$ cat src/rtl/fsms_pkg.sv
// Package for the fuzzy substring match score unit: payload and control structs,
// item kind and status codes, and the ASCII lowercase helper. No dependencies.
`default_nettype none

package fsms_pkg;

    localparam int MAX_LEN_DEF = 16;

    localparam logic [1:0] KIND_CAND   = 2'd0;
    localparam logic [1:0] KIND_KEY    = 2'd1;
    localparam logic [1:0] KIND_FINISH = 2'd2;
    localparam logic [1:0] KIND_UNUSED = 2'd3;

    localparam logic [1:0] ST_SCORED   = 2'd0;
    localparam logic [1:0] ST_TOO_LONG = 2'd1;
    localparam logic [1:0] ST_EMPTY    = 2'd2;
    localparam logic [1:0] ST_EXACT    = 2'd3;

    typedef struct packed {
        logic [1:0] kind;
        logic [7:0] char_byte;
    } t_in_item;

    typedef struct packed {
        logic [31:0] score;
        logic [1:0]  status;
    } t_out_item;

    typedef struct packed {
        logic       load_cand;
        logic       load_key;
        logic       eq_init;
        logic       score_init;
        logic       i_next;
        logic       j_init;
        logic       j_next;
        logic       t_init;
        logic       t_next;
        logic       ext_init;
        logic       ext_next;
        logic       commit;
        logic       addr_ext;
        logic       out_load;
        logic [1:0] out_status;
    } t_cmd;

    typedef struct packed {
        logic too_long;
        logic empty;
        logic len_eq;
        logic data_eq;
        logic t_last_win;
        logic t_last_len;
        logic i_ok;
        logic j_ok;
        logic ext_ok;
        logic out_free;
    } t_sts;

    function automatic logic [7:0] lower_ascii(input logic [7:0] c);
        if (c >= 8'h41 && c <= 8'h5A) begin
            return c + 8'h20;
        end
        return c;
    endfunction

endpackage

`default_nettype wire

$ cat src/rtl/fsms_ram.sv
// Generic single write port RAM with one registered read port.
// No dependencies.
`default_nettype none

module fsms_ram #(
    parameter int WIDTH = 8,
    parameter int DEPTH = 16
) (
    input  wire logic                     i_clk,
    input  wire logic                     i_we,
    input  wire logic [$clog2(DEPTH)-1:0] i_waddr,
    input  wire logic [WIDTH-1:0]         i_wdata,
    input  wire logic [$clog2(DEPTH)-1:0] i_raddr,
    output logic      [WIDTH-1:0]         o_rdata
);

    logic [WIDTH-1:0] r_mem [DEPTH];

    always_ff @(posedge i_clk) begin
        if (i_we) begin
            r_mem[i_waddr] <= i_wdata;
        end
        o_rdata <= r_mem[i_raddr];
    end

endmodule

`default_nettype wire

$ cat src/rtl/fsms_ctrl.sv
// Sequencer for the match score unit: input handshake, finish checks and the
// window search loop. Uses fsms_pkg; drives fsms_dp through t_cmd.
`default_nettype none

module fsms_ctrl (
    input  wire logic              i_clk,
    input  wire logic              i_rst_n,
    input  wire logic              i_valid,
    input  wire fsms_pkg::t_in_item i_item,
    output logic                   o_ready,
    input  wire fsms_pkg::t_sts    i_sts,
    output fsms_pkg::t_cmd         o_cmd
);

    localparam logic [3:0] S_IDLE     = 4'd0;
    localparam logic [3:0] S_FIN      = 4'd1;
    localparam logic [3:0] S_EQ_ADDR  = 4'd2;
    localparam logic [3:0] S_EQ_DATA  = 4'd3;
    localparam logic [3:0] S_I_CHECK  = 4'd4;
    localparam logic [3:0] S_J_CHECK  = 4'd5;
    localparam logic [3:0] S_CMP_ADDR = 4'd6;
    localparam logic [3:0] S_CMP_DATA = 4'd7;
    localparam logic [3:0] S_EXT_CHK  = 4'd8;
    localparam logic [3:0] S_EXT_DATA = 4'd9;
    localparam logic [3:0] S_DONE     = 4'd10;

    logic [3:0] r_state, n_state;
    logic [1:0] r_code, n_code;
    logic       take;

    assign o_ready = (r_state == S_IDLE);
    assign take    = i_valid && o_ready;

    always_comb begin
        n_state = r_state;
        n_code  = r_code;
        o_cmd   = '0;
        o_cmd.out_status = r_code;
        unique case (r_state)
            S_IDLE: begin
                if (take) begin
                    o_cmd.load_cand = (i_item.kind == fsms_pkg::KIND_CAND);
                    o_cmd.load_key  = (i_item.kind == fsms_pkg::KIND_KEY);
                    if (i_item.kind == fsms_pkg::KIND_FINISH) begin
                        n_state = S_FIN;
                    end
                end
            end
            S_FIN: begin
                if (i_sts.too_long) begin
                    n_code  = fsms_pkg::ST_TOO_LONG;
                    n_state = S_DONE;
                end else if (i_sts.empty) begin
                    n_code  = fsms_pkg::ST_EMPTY;
                    n_state = S_DONE;
                end else if (i_sts.len_eq) begin
                    o_cmd.eq_init = 1'b1;
                    n_state = S_EQ_ADDR;
                end else begin
                    o_cmd.score_init = 1'b1;
                    n_state = S_I_CHECK;
                end
            end
            S_EQ_ADDR: begin
                n_state = S_EQ_DATA;
            end
            S_EQ_DATA: begin
                if (!i_sts.data_eq) begin
                    o_cmd.score_init = 1'b1;
                    n_state = S_I_CHECK;
                end else if (i_sts.t_last_len) begin
                    n_code  = fsms_pkg::ST_EXACT;
                    n_state = S_DONE;
                end else begin
                    o_cmd.t_next = 1'b1;
                    n_state = S_EQ_ADDR;
                end
            end
            S_I_CHECK: begin
                if (i_sts.i_ok) begin
                    o_cmd.j_init = 1'b1;
                    n_state = S_J_CHECK;
                end else begin
                    n_code  = fsms_pkg::ST_SCORED;
                    n_state = S_DONE;
                end
            end
            S_J_CHECK: begin
                if (i_sts.j_ok) begin
                    o_cmd.t_init = 1'b1;
                    n_state = S_CMP_ADDR;
                end else begin
                    o_cmd.i_next = 1'b1;
                    n_state = S_I_CHECK;
                end
            end
            S_CMP_ADDR: begin
                n_state = S_CMP_DATA;
            end
            S_CMP_DATA: begin
                if (!i_sts.data_eq) begin
                    o_cmd.j_next = 1'b1;
                    n_state = S_J_CHECK;
                end else if (i_sts.t_last_win) begin
                    o_cmd.ext_init = 1'b1;
                    n_state = S_EXT_CHK;
                end else begin
                    o_cmd.t_next = 1'b1;
                    n_state = S_CMP_ADDR;
                end
            end
            S_EXT_CHK: begin
                o_cmd.addr_ext = 1'b1;
                if (i_sts.ext_ok) begin
                    n_state = S_EXT_DATA;
                end else begin
                    o_cmd.commit = 1'b1;
                    n_state = S_I_CHECK;
                end
            end
            S_EXT_DATA: begin
                if (i_sts.data_eq) begin
                    o_cmd.ext_next = 1'b1;
                    n_state = S_EXT_CHK;
                end else begin
                    o_cmd.commit = 1'b1;
                    n_state = S_I_CHECK;
                end
            end
            S_DONE: begin
                if (i_sts.out_free) begin
                    o_cmd.out_load = 1'b1;
                    n_state = S_IDLE;
                end
            end
            default: begin
                n_state = S_IDLE;
            end
        endcase
    end

    always_ff @(posedge i_clk) begin
        if (!i_rst_n) begin
            r_state <= S_IDLE;
            r_code  <= fsms_pkg::ST_SCORED;
        end else begin
            r_state <= n_state;
            r_code  <= n_code;
        end
    end

    a_done_leaves: assert property (@(posedge i_clk) disable iff (!i_rst_n)
        (r_state == S_DONE && i_sts.out_free) |=> (r_state == S_IDLE))
        else $error("finish did not return to idle");
    a_exact_len: assert property (@(posedge i_clk) disable iff (!i_rst_n)
        (r_state == S_EQ_DATA) |-> i_sts.len_eq)
        else $error("equality check with unequal lengths");
    a_fin_once: assert property (@(posedge i_clk) disable iff (!i_rst_n)
        (r_state == S_FIN) |=> (r_state != S_FIN))
        else $error("finish check repeated");

endmodule

`default_nettype wire

$ cat src/rtl/fsms_dp.sv
// Datapath of the match score unit: string stores, counts, loop indices,
// mask and offset sum, output register. Uses fsms_pkg and fsms_ram.
`default_nettype none

module fsms_dp #(
    parameter int MAX_LEN = fsms_pkg::MAX_LEN_DEF
) (
    input  wire logic               i_clk,
    input  wire logic               i_rst_n,
    input  wire fsms_pkg::t_in_item i_item,
    input  wire fsms_pkg::t_cmd     i_cmd,
    output fsms_pkg::t_sts          o_sts,
    output logic                    o_valid,
    input  wire logic               i_ready,
    output fsms_pkg::t_out_item     o_result
);

    localparam int CW = $clog2(MAX_LEN + 2);
    localparam int IW = CW + 1;
    localparam int AW = $clog2(MAX_LEN);

    logic [CW-1:0] r_cand_cnt, r_key_cnt;
    logic [IW-1:0] r_i, r_j, r_t, r_a, r_b;
    logic [CW-1:0] r_run;
    logic [31:0]   r_mask, r_sum;
    logic [CW-1:0] win;
    logic [IW-1:0] win_x, rl_x, kl_x, jt, it;
    logic [7:0]    lc, cand_rd, key_rd;
    logic          nz, we_cand, we_key;
    logic [AW-1:0] cand_ra, key_ra;
    logic [31:0]   sh_full, run_ones;
    logic [31:0]   out_score;

    assign lc = fsms_pkg::lower_ascii(i_item.char_byte);
    assign nz = (i_item.char_byte != 8'd0);
    assign we_cand = i_cmd.load_cand && nz && (32'(r_cand_cnt) < MAX_LEN);
    assign we_key  = i_cmd.load_key  && nz && (32'(r_key_cnt)  < MAX_LEN);

    assign rl_x  = IW'(r_cand_cnt);
    assign kl_x  = IW'(r_key_cnt);
    assign win   = (32'(r_cand_cnt) > 32'd12) ? CW'(3) : CW'(2);
    assign win_x = (IW'(win) > kl_x) ? kl_x : IW'(win);
    assign jt    = r_j + r_t;
    assign it    = r_i + r_t;

    assign key_ra  = i_cmd.addr_ext ? r_a[AW-1:0] : jt[AW-1:0];
    assign cand_ra = i_cmd.addr_ext ? r_b[AW-1:0] : it[AW-1:0];

    fsms_ram #(.WIDTH(8), .DEPTH(MAX_LEN)) u_cand_ram (
        .i_clk  (i_clk),
        .i_we   (we_cand),
        .i_waddr(r_cand_cnt[AW-1:0]),
        .i_wdata(lc),
        .i_raddr(cand_ra),
        .o_rdata(cand_rd)
    );

    fsms_ram #(.WIDTH(8), .DEPTH(MAX_LEN)) u_key_ram (
        .i_clk  (i_clk),
        .i_we   (we_key),
        .i_waddr(r_key_cnt[AW-1:0]),
        .i_wdata(lc),
        .i_raddr(key_ra),
        .o_rdata(key_rd)
    );

    always_comb begin
        o_sts.too_long   = (32'(r_cand_cnt) > MAX_LEN) || (32'(r_key_cnt) > MAX_LEN);
        o_sts.empty      = (r_cand_cnt == '0) || (r_key_cnt == '0);
        o_sts.len_eq     = (r_cand_cnt == r_key_cnt);
        o_sts.data_eq    = (cand_rd == key_rd);
        o_sts.t_last_win = ((r_t + IW'(1)) == win_x);
        o_sts.t_last_len = ((r_t + IW'(1)) == rl_x);
        o_sts.i_ok       = ((r_i + win_x) < rl_x);
        o_sts.j_ok       = ((r_j + win_x) <= kl_x);
        o_sts.ext_ok     = (r_a < kl_x) && (r_b < rl_x);
        o_sts.out_free   = !o_valid || i_ready;
    end

    assign sh_full  = 32'd32 - 32'(r_run);
    assign run_ones = (32'hFFFF_FFFF << sh_full[4:0]) >> 32'(r_i);

    always_comb begin
        case (i_cmd.out_status)
            fsms_pkg::ST_EXACT:  out_score = 32'hFFFF_FFFF;
            fsms_pkg::ST_SCORED: out_score = r_mask - r_sum;
            default:             out_score = 32'd0;
        endcase
    end

    always_ff @(posedge i_clk) begin
        if (!i_rst_n) begin
            r_cand_cnt <= '0;
            r_key_cnt  <= '0;
            o_valid    <= 1'b0;
        end else begin
            if (i_cmd.load_cand && nz) begin
                r_cand_cnt <= (32'(r_cand_cnt) < MAX_LEN) ? r_cand_cnt + CW'(1)
                                                          : CW'(MAX_LEN + 1);
            end
            if (i_cmd.load_key && nz) begin
                r_key_cnt <= (32'(r_key_cnt) < MAX_LEN) ? r_key_cnt + CW'(1)
                                                        : CW'(MAX_LEN + 1);
            end
            if (i_cmd.out_load) begin
                r_cand_cnt <= '0;
                r_key_cnt  <= '0;
                o_valid    <= 1'b1;
            end else if (i_ready) begin
                o_valid    <= 1'b0;
            end
        end
    end

    always_ff @(posedge i_clk) begin
        if (i_cmd.eq_init) begin
            r_i <= '0;
            r_j <= '0;
            r_t <= '0;
        end
        if (i_cmd.score_init) begin
            r_i    <= '0;
            r_mask <= '0;
            r_sum  <= '0;
        end
        if (i_cmd.i_next) begin
            r_i <= r_i + IW'(1);
        end
        if (i_cmd.j_init) begin
            r_j <= '0;
        end
        if (i_cmd.j_next) begin
            r_j <= r_j + IW'(1);
        end
        if (i_cmd.t_init) begin
            r_t <= '0;
        end
        if (i_cmd.t_next) begin
            r_t <= r_t + IW'(1);
        end
        if (i_cmd.ext_init) begin
            r_a   <= r_j + win_x;
            r_b   <= r_i + win_x;
            r_run <= win_x[CW-1:0];
        end
        if (i_cmd.ext_next) begin
            r_a   <= r_a + IW'(1);
            r_b   <= r_b + IW'(1);
            r_run <= r_run + CW'(1);
        end
        if (i_cmd.commit) begin
            r_mask <= r_mask | run_ones;
            r_sum  <= r_sum + (32'd1 << 32'(r_j));
            r_i    <= r_i + IW'(r_run) + IW'(1);
        end
        if (i_cmd.out_load) begin
            o_result.score  <= out_score;
            o_result.status <= i_cmd.out_status;
        end
    end

    a_cand_cnt: assert property (@(posedge i_clk) disable iff (!i_rst_n)
        32'(r_cand_cnt) <= MAX_LEN + 1)
        else $error("candidate count out of range");
    a_key_cnt: assert property (@(posedge i_clk) disable iff (!i_rst_n)
        32'(r_key_cnt) <= MAX_LEN + 1)
        else $error("key count out of range");
    a_out_clear: assert property (@(posedge i_clk) disable iff (!i_rst_n)
        i_cmd.out_load |=> (o_valid && r_cand_cnt == '0 && r_key_cnt == '0))
        else $error("result not posted or counts not cleared");
    a_run_len: assert property (@(posedge i_clk) disable iff (!i_rst_n)
        i_cmd.commit |-> (IW'(r_run) >= win_x))
        else $error("run shorter than window");

endmodule

`default_nettype wire

$ cat src/rtl/fuzzy_substring_match_score_unit.sv
// Candidate and key byte items are taken whenever the unit is idle. A finish item
// goes through accept, checks and post, with loop tests and byte compares in
// the equality pass, window search and run extension.
// One item at a time; a posted result waits in the output register while the
// next item is taken. Synchronous active-low reset clears counts and control.
// Top level of the match score unit; uses fsms_pkg, fsms_ctrl, fsms_dp.
`default_nettype none

module fuzzy_substring_match_score_unit #(
    parameter int MAX_LEN = fsms_pkg::MAX_LEN_DEF
) (
    input  wire logic                i_clk,
    input  wire logic                i_rst_n,
    input  wire logic                i_valid,
    output logic                     o_ready,
    input  wire fsms_pkg::t_in_item  i_item,
    output logic                     o_valid,
    input  wire logic                i_ready,
    output fsms_pkg::t_out_item      o_result
);

    fsms_pkg::t_cmd cmd;
    fsms_pkg::t_sts sts;

    fsms_ctrl u_ctrl (
        .i_clk  (i_clk),
        .i_rst_n(i_rst_n),
        .i_valid(i_valid),
        .i_item (i_item),
        .o_ready(o_ready),
        .i_sts  (sts),
        .o_cmd  (cmd)
    );

    fsms_dp #(.MAX_LEN(MAX_LEN)) u_dp (
        .i_clk   (i_clk),
        .i_rst_n (i_rst_n),
        .i_item  (i_item),
        .i_cmd   (cmd),
        .o_sts   (sts),
        .o_valid (o_valid),
        .i_ready (i_ready),
        .o_result(o_result)
    );

endmodule

`default_nettype wire

$ cat config.mk
export PLATFORM = sky130hd
export DESIGN_NAME = fuzzy_substring_match_score_unit
export DESIGN_NICKNAME = d
export VERILOG_FILES = /design/src/rtl/fsms_pkg.sv /design/src/rtl/fsms_ram.sv /design/src/rtl/fsms_ctrl.sv /design/src/rtl/fsms_dp.sv /design/src/rtl/fuzzy_substring_match_score_unit.sv
export SDC_FILE = /design/constraint.sdc
export NUM_CORES = 1
export LEC_CHECK = 0
export BUFFER_PORTS_ARGS = -buffer_cell sky130_fd_sc_hd__buf_4
export CORE_ASPECT_RATIO = 0.75
export CORE_MARGIN = 2
export CORE_UTILIZATION = 57
export DETAILED_ROUTE_END_ITERATION = 6
export GPL_TIMING_DRIVEN = 0
export PLACE_DENSITY = 0.76
export SYNTH_ARGS = -nofsm -noshare
export SYNTH_HDL_FRONTEND = slang
export SYNTH_HIERARCHICAL = 1
export SYNTH_SLANG_ARGS = --single-unit
export TNS_END_PERCENT = 50
$ cat constraint.sdc
create_clock -name i_clk -period 4.75 [get_ports i_clk]
set_input_delay 0 -clock i_clk [delete_from_list [all_inputs] [get_ports i_clk]]
set_output_delay 0 -clock i_clk [all_outputs]
set_load 0.1 [all_outputs]
==> out/qor.txt <==
Switch Pwr - 0.00529 W
Peak supply drop - 0.000338 V
Fill cell count - 3071
# IOs - 50
Minimum clock period - 4.63 ns
DRT iter0 DRCs - 1612
Total number of vias - 16500
Die height - 179 µm
FF-to-FF Start - u_dp/r_cand_cnt[0]
Reg2Reg Depth - 24
Slew @ Worst Pin - 1.34 ns
Initial antenna violation count - 1
Die Width - 238 µm
Worst Hold Class - primary input to register
Hold Violations, Final - 0
Detailed Route WL - 59.8 mm
Largest net degree at the start of global routing - 40
Row cnt - 64
FF+latch count, synth - 422
Fin nets - 2212
Clock sink total - 422
Rel. slew slack - 10.1%
Clock Power Share - 23.2%
Layout area overhead - 11.5%
I/O Buffers - 49
Cell area after synthesis - 23400 µm²
Internal power - 0.00875 W
Power density cells - 539 nW/µm²
Final ANT Viol Nets - 0
N_diodes - 0
Commonest non-fill, non-tap cell in the layout - edfxtp_1
CTS tree - built
Clk_lat worst skew - 0.57 ns
Worst Hold Endpoint - u_dp/r_key_cnt[2]
R2R Path End - u_dp/r_i[5]
WL/cell - 22.7 µm
Final period util - 97.4%
Outcome - finished clean
Async SR Flop Fraction - 0%
Worst Path Max Fanout - 6
Finished Core Util - 64.1%
Primary FF master, synth - edfxtp_1
Final cell count without fillers - 2629
Nature of the critical path startpoint - register
WS Path Type - register to register
Placer congestion estimate - 0.965
Crit path buffers/inverters - 6
Core area - 40600 µm²
CP peak stage delay - 0.52 ns
Clock skew - 0.0294 ns
Final setup viols - 0
Hold depth - 6
Worst path slowest cell - fa_2
Fmax - 0.216 GHz
Leakage - 9.64 nW
CP cell instances - inv_2 -> ha_4 -> o21ai_2 -> inv_1 -> ha_1 -> o21ai_1 -> nand4_1 -> mux2i_4 -> inv_2 -> ha_2 -> inv_1 -> fa_2 -> inv_1 -> ha_1 -> nor2b_2 -> o21a_1 -> o21ai_1 -> nand2b_1 -> a21oi_1 -> a31oi_2 -> nor2_2 -> buf_4 -> nor3b_4 -> or3_4
Dominant cell type by area after synthesis - edfxtp_1
Vias in the first global route - 15400
Syn Inst Count - 1953
Layout cells sized above 1 - 12.2%
# H-tree levels - 2
Post-synth EDFFs - 389
Grt ovf - 0
Drt pass-1 iters - 5
Top cells by area, synth - edfxtp_1 (50%), ha_1 (6.6%), mux4_2 (3.5%)
Clock transition at path regs - 0.06 ns
Part of the Yosys area used for sequential elements - 52.8%
CTS root buf - clkbuf_16
CP endpoint kind - register
Inserted Clock Buffers - 42
Top Family by Delay on Critical Path - adder cells
Sw Share - 37.7%
Via-per-instance ratio - 6.28
Arr. time, crit path - 4.92 ns
Full die area - 42600 µm²
Max cap viols - 0
Max-slew violations - 0
Hold_ws - 0.145 ns
Detailed placement HPWL - 42.9 mm
Sequential power share - 35.4%
Hold_sp - i_item[7]
Synth top area share - 50.0%
First-pass GRT wire length - 90.1 mm
Top cell by count, worst path - inv_1
Combinational Power Share - 41.4%
Clock Tree Buf Depth - 3
Yosys warnings - 6
Most frequent cells in the layout - edfxtp_1 (389), nor2_1 (204), a21oi_1 (153)
CP required - 5.04 ns
Initial Util - 57.5%
Syn Area/Cell - 12.0 µm²
Dpl cells - 2538
Post-route DRC - 0
Total GRT Usage - 27.8%
Setup slack, reg-to-reg - 0.12 ns
Synth cell types - 103
worst register-to-register path: stages, from the launching register on:
cell and delay, ns:
dfxtp_4 0.35, inv_2 0.05, ha_4 0.16, o21ai_2 0.15, inv_1 0.06, ha_1 0.26
o21ai_1 0.13, nand4_1 0.19, mux2i_4 0.25, inv_2 0.09, ha_2 0.17, inv_1 0.05
fa_2 0.52, inv_1 0.07, ha_1 0.29, nor2b_2 0.16, o21a_1 0.16, o21ai_1 0.13
nand2b_1 0.08, a21oi_1 0.21, a31oi_2 0.08, nor2_2 0.10, buf_4 0.16, nor3b_4 0.06
or3_4 0.42
timing repair:
action | 4_1_cts | 5_1_grt
hold buffers | 10 | 0
endpoints found under the hold margin | 170 | 0
buffers inserted | 5 | 3
pin swaps | 2 | 8
gates resized for setup | 23 | 16
setup endpoints to repair | 30 | 28
power groups by stage:
stage | Sequential, W | Clock [W] | Combinational (W)
2_1_floorplan | 0.00505 | 0 | 0.00401
3_5_place_dp | 0.00503 | 0 | 0.00559
3_3_place_gp | 0.00503 | 0 | 0.00548
6_report | 0.00497 | 0.00326 | 0.00582
4_1_cts | 0.00496 | 0.00331 | 0.00569
5_1_grt | 0.00500 | 0.00345 | 0.00631
worst max path at each step:
stage / start / endpoint / depth (start not counted) / slack [ns]
floorplan: u_dp/r_cand_cnt[0] / u_dp/r_i[0] / 24 / 0.13
global placement: u_dp/r_cand_cnt[0] / u_dp/r_j[4] / 22 / -1.15
detailed placement: u_dp/r_cand_cnt[0] / u_dp/r_j[2] / 22 / -1.12
CTS: u_dp/r_cand_cnt[2] / u_dp/r_i[5] / 23 / 0.01
global route: u_dp/r_cand_cnt[2] / u_dp/r_i[5] / 23 / -0.14
finish: u_dp/r_cand_cnt[0] / u_dp/r_i[5] / 24 / 0.12
routing by layer:
metal  up-vias  part of all wire, %  GRT usage (%)
met1      8122                   47           43.7
li1       7559                    -              -
met3        71                   11           6.74
met5         -                    0              0
met2       765                   41           38.9
met4         0                  1.5           5.50
cells in the mapped netlist, types with 17 or more instances:
cell type and n:
edfxtp_1 389, nor2_1 205, a21oi_1 153, ha_1 124, nand2_1 106, o21ai_0 99
inv_1 91, xnor2_1 73, clkbuf_1 45, a21o_1 44, nand3_1 39, xor2_1 39
mux4_2 36, a22oi_1 33, dfxtp_1 33, nor3_1 31, and2_1 30, mux4_1 28
nand2b_1 28, nor2b_1 20, o21a_1 17
kinds of logic after synthesis:
kind of cell / count (synthesis) / synth area share, %
AO/OA/AOI/OAI: 472 / 12.8
flip-flops: 422 / 52.8
XOR/XNOR: 114 / 4.34
AND/OR/NAND/NOR: 543 / 11.5
adder cells (fa/ha/maj): 134 / 7.37
multiplexers: 87 / 7.65
buffers and inverters: 180 / 3.50
other: 1 / 0.0161
state kept, by name (all words and copies together) (netlist names), 6 cells and up:
| register | cells |
|---|---|
| u_dp/r_a | 6 |
| u_dp/r_j | 6 |
| u_dp/u_key_ram/o_rdata | 8 |
| u_dp/r_b | 6 |
| u_dp/r_sum | 32 |
| u_dp/r_t | 6 |
| u_dp/u_cand_ram/r_mem | 128 |
| u_dp/r_i | 6 |
| u_dp/u_cand_ram/o_rdata | 8 |
| u_dp/o_result | 34 |
| u_dp/u_key_ram/r_mem | 128 |
| u_dp/r_mask | 32 |
through the flow:
stage	TNS, ns	total power [W]	setup slack, ns	instance area (µm²)
final	0	0.0140	0.122	26000
after global placement	-40.05	0.0105	-1.15	24400
after global routing	-1.50	0.0148	-0.143	26000
after floorplan	0	0.00905	0.126	23400
after detailed placement	-27.79	0.0106	-1.12	24500
after CTS	0	0.0140	0.0131	26000
final cells by class:
class	instances	area (µm²)	share of cell area, %
Sequential cell	422	12400	47.5
Multi-Input combinational cell	1356	10300	39.6
Clock buffer	58	1120	4.30
Tap cell	528	661	2.54
Timing Repair Buffer	70	571	2.19
Buffer	82	450	1.73
Inverter	93	349	1.34
Clock inverter	20	220	0.846
Power figures use the tool's default switching activity.
